`src/rtl/core/hsdd_pkg.sv`:
```
package hsdd_pkg;

   localparam int unsigned DEF_BUCKETS = 512;
   localparam int unsigned DEF_ENTRIES = 1024;
   localparam int unsigned CFG_W = 10;
   localparam logic [CFG_W-1:0] CFG_RESET = 10'd512;
   localparam int unsigned VAL_W = 32;

   typedef enum logic [3:0] {
      ST_CLEAR,
      ST_IDLE,
      ST_DIV,
      ST_BKT,
      ST_BKT_WAIT,
      ST_NODE,
      ST_NODE_WAIT,
      ST_APPEND,
      ST_RESULT
   } state_type;

   typedef struct packed {
      logic clear_step;
      logic load_item;
      logic div_step;
      logic bkt_read;
      logic node_read;
      logic node_advance;
      logic append;
      logic mark_dup;
      logic finish;
   } cmd_type;

   typedef struct packed {
      logic clear_done;
      logic div_done;
      logic skip;
      logic last;
      logic bkt_used;
      logic node_match;
      logic node_end;
   } status_type;

endpackage

```
`src/rtl/core/hsdd_ctrl.sv`:
```
module hsdd_ctrl (
   input  logic clock,
   input  logic reset,
   input  logic req_valid,
   output logic req_ready,
   output logic rsp_valid,
   input  logic rsp_ready,
   input  hsdd_pkg::status_type sts,
   output hsdd_pkg::cmd_type cmd
);
   import hsdd_pkg::*;

   state_type state_ff, state_in;

   always_ff @(posedge clock) begin
      if (reset) begin
         state_ff <= ST_CLEAR;
      end else begin
         state_ff <= state_in;
      end
   end

   always_comb begin
      state_in = state_ff;
      case (state_ff)
         ST_CLEAR: begin
            if (sts.clear_done) state_in = ST_IDLE;
         end
         ST_IDLE: begin
            if (req_valid) state_in = ST_DIV;
         end
         ST_DIV: begin
            if (sts.skip) state_in = sts.last ? ST_RESULT : ST_IDLE;
            else if (sts.div_done) state_in = ST_BKT;
         end
         ST_BKT: state_in = ST_BKT_WAIT;
         ST_BKT_WAIT: state_in = sts.bkt_used ? ST_NODE : ST_APPEND;
         ST_NODE: state_in = ST_NODE_WAIT;
         ST_NODE_WAIT: begin
            if (sts.node_match) state_in = sts.last ? ST_RESULT : ST_IDLE;
            else if (sts.node_end) state_in = ST_APPEND;
            else state_in = ST_NODE;
         end
         ST_APPEND: state_in = sts.last ? ST_RESULT : ST_IDLE;
         ST_RESULT: begin
            if (rsp_ready) state_in = ST_CLEAR;
         end
         default: state_in = ST_CLEAR;
      endcase
   end

   always_comb begin
      cmd = '0;
      req_ready = 1'b0;
      rsp_valid = 1'b0;
      case (state_ff)
         ST_CLEAR: cmd.clear_step = 1'b1;
         ST_IDLE: begin
            req_ready = 1'b1;
            cmd.load_item = req_valid;
         end
         ST_DIV: cmd.div_step = 1'b1;
         ST_BKT: cmd.bkt_read = 1'b1;
         ST_NODE: cmd.node_read = 1'b1;
         ST_NODE_WAIT: begin
            cmd.mark_dup = sts.node_match;
            cmd.node_advance = !sts.node_match;
         end
         ST_APPEND: cmd.append = 1'b1;
         ST_RESULT: begin
            rsp_valid = 1'b1;
            cmd.finish = rsp_ready;
         end
         default: cmd = '0;
      endcase
   end

`ifndef ASSERT_OFF
   a_ready_idle: assert property (@(posedge clock) disable iff (reset)
      req_ready |-> !rsp_valid) else $error("ready while result pending");
   a_rsp_hold: assert property (@(posedge clock) disable iff (reset)
      rsp_valid && !rsp_ready |=> rsp_valid) else $error("result dropped");
   a_clear_after: assert property (@(posedge clock) disable iff (reset)
      rsp_valid && rsp_ready |=> state_ff == ST_CLEAR) else $error("no clear");
`endif
endmodule

```
`config.mk`:
```
export PLATFORM = sky130hd
export DESIGN_NAME = hsdd_ctrl
export DESIGN_NICKNAME = d
export VERILOG_FILES = /design/src/rtl/core/hsdd_pkg.sv /design/src/rtl/core/hsdd_ctrl.sv
export SDC_FILE = /design/constraint.sdc
export NUM_CORES = 1
export LEC_CHECK = 0
export BUFFER_PORTS_ARGS = -buffer_cell sky130_fd_sc_hd__clkbuf_2
export CORE_AREA = 5 5 42 44
export CTS_CLUSTER_DIAMETER = 150
export DETAILED_ROUTE_END_ITERATION = 10
export DIE_AREA = 0 0 47 49
export PLACE_DENSITY = 0.55
export SETUP_SLACK_MARGIN = 0.1
export SLEW_MARGIN = 5
export SYNTH_ARGS = -nofsm -noshare
export SYNTH_HDL_FRONTEND = slang
export SYNTH_SLANG_ARGS = --single-unit
```
`constraint.sdc`:
```
create_clock -name clock -period 4 [get_ports clock]
set_input_delay 0.8 -clock clock [delete_from_list [all_inputs] [get_ports clock]]
set_output_delay 0.8 -clock clock [all_outputs]
set_load 0.1 [all_outputs]
```
; After elaboration in Yosys (flattened, before gate mapping)
; Index checks and enable logic that the tools add are counted.
[classes]
n_eq_ne = 12
mux = 21
reduce_logical = 3
[op_table]
columns = op, count
row1 = $pmux 4 s9, 1
row2 = $mux 4, 7
row3 = $eq 4x3->1 const B, 4
row4 = $mux 1, 11
row5 = $eq 4x2->1 const B, 2
row6 = $ne 2x2->1 const B, 3
row7 = $eq 4x1->1 const B, 1
row8 = $eq 4x4->1 const B, 1
row9 = $logic_not 4->1, 1
row10 = $mux 2, 2
row11 = $reduce_and 4->1, 1
row12 = $ne 3x3->1 const B, 1
row13 = $logic_not 1->1, 1
[word_totals]
reg_bits = 4
inputBits = 11
output_inout_bits = 11
wordCells = 37

; Depth between registers and ports, before layout
[depth]
word_depth = 3
mapped_depth = 4
ltp_nobuf = 3

; Worst setup path before layout
; OpenSTA, ideal clock, no wires.
[synth_path]
path_type = flip-flop to output port
start = reg state_ff[3]
end = out cmd[0] in the netlist's numbering
arrival_time_ps = 4848
required_time_ps = 3200
setup_slack_ps = -1648
path_stages_with_launch = 4
n_path_buf = 1
path_cell_list = dfxtp_1 -> clkbuf_1 -> nor4b_1 -> and2_1
[synth_lines]
columns = item, line_no
row1 = start: declaration, hsdd_ctrl.sv:13  ; state_type state_ff, state_in;
row2 = start signal: assignment, hsdd_ctrl.sv:19  ; state_ff <= state_in;
row3 = end: declaration, hsdd_ctrl.sv:9  ; output hsdd_pkg::cmd_type cmd

==> results_tabular.tex <==
\begin{tabular}{lr}
\hline
Metric & Value \\
\hline
\multicolumn{2}{l}{\textbf{Detailed routing}} \\
\quad Post-route met1 wirelength & 483 microns \\
\quad Vias after detailed routing & 434 \\
\quad Highest routed metal layer & met3 \\
\quad Detailed-router iteration count before antenna repair & 4 \\
\quad Antenna Violating Nets Remaining & 0 \\
\quad Met2 WL post-DR & 478 microns \\
\quad Routed wl met3 & 51 microns \\
\quad Routed wire length & 1010 microns \\
\quad Final routed wire length divided by cell count & 11.6 microns \\
\quad Number of DRC violations after detailed-routing iteration 0 & 6 \\
\quad DRC viols & 0 \\
\quad Per-cell via count in the routed design & 4.99 \\
\multicolumn{2}{l}{\textbf{Global route}} \\
\quad Via count of the first global-routing pass & 371 \\
\quad Initial antenna violation count & 0 \\
\quad Global-route wire length before repair & 1520 microns \\
\quad Pin count of the biggest net entering global routing & 17 \\
\quad GRT Resource Usage Total & 8.86\% \\
\quad GRT Residual Overflow & 0 \\
\multicolumn{2}{l}{\textbf{Yosys}} \\
\quad Leading post-synthesis cells by cell area & sky130\_fd\_sc\_hd\_\_dfxtp\_1, sky130\_fd\_sc\_hd\_\_nand2b\_1, sky130\_fd\_sc\_hd\_\_nor2\_1 \\
\quad Synth unique cells & 30 \\
\quad Flop and latch count out of synthesis & 4 \\
\quad Library cell occupying the most area in the post-synthesis netlist & sky130\_fd\_sc\_hd\_\_dfxtp\_1 \\
\quad Mapped Area & 375 sq um \\
\quad Number of instances in the synthesized netlist & 51 \\
\quad Per-instance average area after synthesis & 7.36 sq um \\
\quad Proportion of synthesized chip area in sequential cells & 21.3\% \\
\quad Post-Synthesis Net Count & 62 \\
\quad Synthesis warning total & 0 \\
\quad Share of Yosys cell area claimed by the top area cell type & 21.3\% \\
\multicolumn{2}{l}{\textbf{Worst setup path}} \\
\quad Cell at the slowest stage of the critical path & sky130\_fd\_sc\_hd\_\_dfxtp\_1 \\
\quad Data arrival at the endpoint of the critical path & 2080 ps \\
\quad Largest delay share family, worst path & simple AND/OR/NAND/NOR gates \\
\quad Buffers and inverters on the worst path & 2 \\
\quad List of cells traversed by the critical path & or4b\_1 -> inv\_1 -> and2\_1 -> clkbuf\_2 \\
\quad Data required time of the critical path & 3200 ps \\
\quad Crit Path Category & reg -> out \\
\quad Startpoint types & flop \\
\quad Nature of the critical path endpoint & primary output \\
\quad Maximum single-stage delay on the critical path & 630 ps \\
\quad Top fanout value on the critical path & 16 \\
\multicolumn{2}{l}{\textbf{Finish}} \\
\quad Commonest non-fill, non-tap cells in the layout & sky130\_fd\_sc\_hd\_\_clkbuf\_2, sky130\_fd\_sc\_hd\_\_nor2\_1, sky130\_fd\_sc\_hd\_\_nand2b\_1, sky130\_fd\_sc\_hd\_\_dfxtp\_1 \\
\quad Relative area change from synthesis to final layout & 40.0\% \\
\quad Register with the highest flop count & state\_ff \\
\quad Layout Nets & 84 \\
\quad Total inserted antenna cells & 0 \\
\quad Most frequent standard cell in the layout excluding fill and tap cells & sky130\_fd\_sc\_hd\_\_clkbuf\_2 \\
\quad Layout cell share with drive strength beyond 1 & 43.7\% \\
\quad Layout Utilization & 37.5\% \\
\quad Number of flip-flops in the largest register & 4 \\
\quad Filler cell count in the final layout & 165 \\
\quad Non-Filler Instances & 87 \\
\quad Registers with the most flip-flops & state\_ff: 4 flops \\
\multicolumn{2}{l}{\textbf{Clock tree}} \\
\quad Post-CTS clock slew at the launch and capture registers of the worst setup and hold paths & 50 ps \\
\quad Number of H-tree branching levels & 1 \\
\quad CTS tree & built \\
\quad Clock buffer count from CTS & 3 \\
\quad Sinks on Clock Net & 4 \\
\quad Total setup buffers inserted after CTS & 0 \\
\quad Cells resized by post-CTS repair & 0 \\
\quad \# hold bufs at CTS & 0 \\
\quad Clock root buffer & sky130\_fd\_sc\_hd\_\_clkbuf\_4 \\
\quad Clock insertion delay at the later pin of the skew report & 240 ps \\
\quad Max Root-Sink Buffers & 2 \\
\multicolumn{2}{l}{\textbf{Floorplanning}} \\
\quad Placeable core region & 0.00140 sq mm \\
\quad Y dimension of the die & 49 microns \\
\quad Starting Density & 26.8\% \\
\quad Num rows & 14 \\
\quad Die Area & 0.00230 sq mm \\
\quad Number of top-level design ports & 22 \\
\quad Die Span X & 47 microns \\
\multicolumn{2}{l}{\textbf{Pwr}} \\
\quad Sum of internal, switching and leakage power & 196 uW \\
\quad Static leakage & 0.000242 uW \\
\quad Power density over cell area & 373 mW/mm\^{}2 \\
\quad Worst VDD drop & 0.000154 V \\
\multicolumn{2}{l}{\textbf{STA}} \\
\quad Largest clock skew in the final design & 11.3 ps \\
\quad Setup repair after global routing missed its margin & false \\
\quad Crit share post-route & 72.0\% \\
\quad Hold Violations, Final & 0 \\
\quad Max-slew violation total from the final report & 0 \\
\quad Final critical delay including setup and external delays & 2880 ps \\
\quad Worst rel slew slack & 64.0\% \\
\quad Post-Route Setup TNS & 0 ps \\
\quad Slew of the pin with the lowest slew margin & 542 ps \\
\quad Maximum operating frequency & 347 MHz \\
\quad Setup Viol. Count Final & 0 \\
\multicolumn{2}{l}{\textbf{Run}} \\
\quad Max-capacitance violation count & 0 \\
\multicolumn{2}{l}{\textbf{Placed design}} \\
\quad Post-detail-place hpwl & 780 microns \\
\quad RD Place Congestion & 0.797 \\
\quad Instance count after placement with tap cells included & 84 \\
\quad Number of port buffers & 21 \\
\multicolumn{2}{l}{\textbf{Status}} \\
\quad Run status & finished, final reports clean \\
\multicolumn{2}{l}{\textbf{Worst hold path}} \\
\quad Worst hold-check path type & reg -> reg \\
\hline
\end{tabular}
-- kinds of logic (layout without fill, tap and decap cells) --
family / Yosys count / after routing / synth area share, %
DFF: 4 / 4 / 21.3
and+or+nand+nor: 27 / 27 / 45.0
buffers and inverters: 6 / 26 / 6.33
AOI/OAI and AO/OA: 14 / 14 / 27.3
-- worst paths after layout --
path / from / endpoint / slack (ps) / cells past startpoint
worst max register to register: state_ff[0]$_SDFFE_PP0P_ / state_ff[0]$_SDFFE_PP0P_ / 2310 / 3
worst max-delay path: state_ff[0]$_SDFFE_PP0P_ / cmd[7] / 1120 / 4
worst min register to register: state_ff[1]$_SDFFE_PP0P_ / state_ff[2]$_SDFFE_PP0P_ / 740 / 2
worst min-delay path: state_ff[1]$_SDFFE_PP0P_ / state_ff[2]$_SDFFE_PP0P_ / 740 / 2
-- synthesized netlist by cell type --
cell type,number
sky130_fd_sc_hd__dfxtp_1,4
sky130_fd_sc_hd__o21a_1,1
sky130_fd_sc_hd__a21boi_1,1
sky130_fd_sc_hd__o211ai_1,1
sky130_fd_sc_hd__nand4bb_1,1
sky130_fd_sc_hd__inv_1,2
sky130_fd_sc_hd__nor4_1,2
sky130_fd_sc_hd__nand3_1,1
sky130_fd_sc_hd__or4b_1,1
sky130_fd_sc_hd__buf_2,1
sky130_fd_sc_hd__a21oi_1,3
sky130_fd_sc_hd__nand2_1,1
sky130_fd_sc_hd__o21bai_1,1
sky130_fd_sc_hd__nor2_1,6
sky130_fd_sc_hd__nand2b_1,4
sky130_fd_sc_hd__o31a_1,1
sky130_fd_sc_hd__o221a_2,1
sky130_fd_sc_hd__nor3_1,2
sky130_fd_sc_hd__or2_2,1
sky130_fd_sc_hd__nor2b_1,1
sky130_fd_sc_hd__o32a_1,1
sky130_fd_sc_hd__nor4b_1,2
sky130_fd_sc_hd__clkbuf_1,3
sky130_fd_sc_hd__or3b_2,1
sky130_fd_sc_hd__o21ai_0,2
sky130_fd_sc_hd__and2_1,2
sky130_fd_sc_hd__o211a_1,1
sky130_fd_sc_hd__nor3b_1,1
sky130_fd_sc_hd__or4b_2,1
sky130_fd_sc_hd__a211oi_1,1
-- tightest hold or removal path, stage by stage, from the launching register on --
cell	delay, ps
sky130_fd_sc_hd__dfxtp_1	430
sky130_fd_sc_hd__a21oi_1	190
sky130_fd_sc_hd__nor3_1	60
-- power by group --
| group | switching (uW) | total [uW] | internal, uW |
|---|---|---|---|
| Clock | 18.5 | 52.2 | 33.7 |
| Sequential | 11.9 | 55.1 | 43.2 |
| Combinational | 65.8 | 88.5 | 22.7 |
-- final cells by class --
cell class / count / area, sq um / share of cell area, %
multi-input cells: 41 / 290 / 55.2
repair buffers: 21 / 105 / 20.0
flip-flops and latches: 4 / 80.1 / 15.2
clock buffers: 3 / 22.5 / 4.29
well taps: 16 / 20.0 / 3.81
inverters: 2 / 7.51 / 1.43
-- metrics by stage --
| step | instance area (sq um) | worst slack [ps] | hold WS [ps] |
|---|---|---|---|
| 3_5_place_dp | 503 | 1370 | 719 |
| 2_1_floorplan | 394 | -118 | 634 |
| 4_1_cts | 526 | 1120 | 743 |
| 3_3_place_gp | 503 | 1410 | 717 |
| 6_report | 526 | 1120 | 745 |
| 5_1_grt | 526 | 1050 | 771 |
-- routing by layer --
layer,track usage (%),vias to the layer above
met2,12.9,11
met5,0,-
li1,-,231
met4,4.15,0
met1,11.8,192
met3,2.21,0
Power figures use the tool's default switching activity.
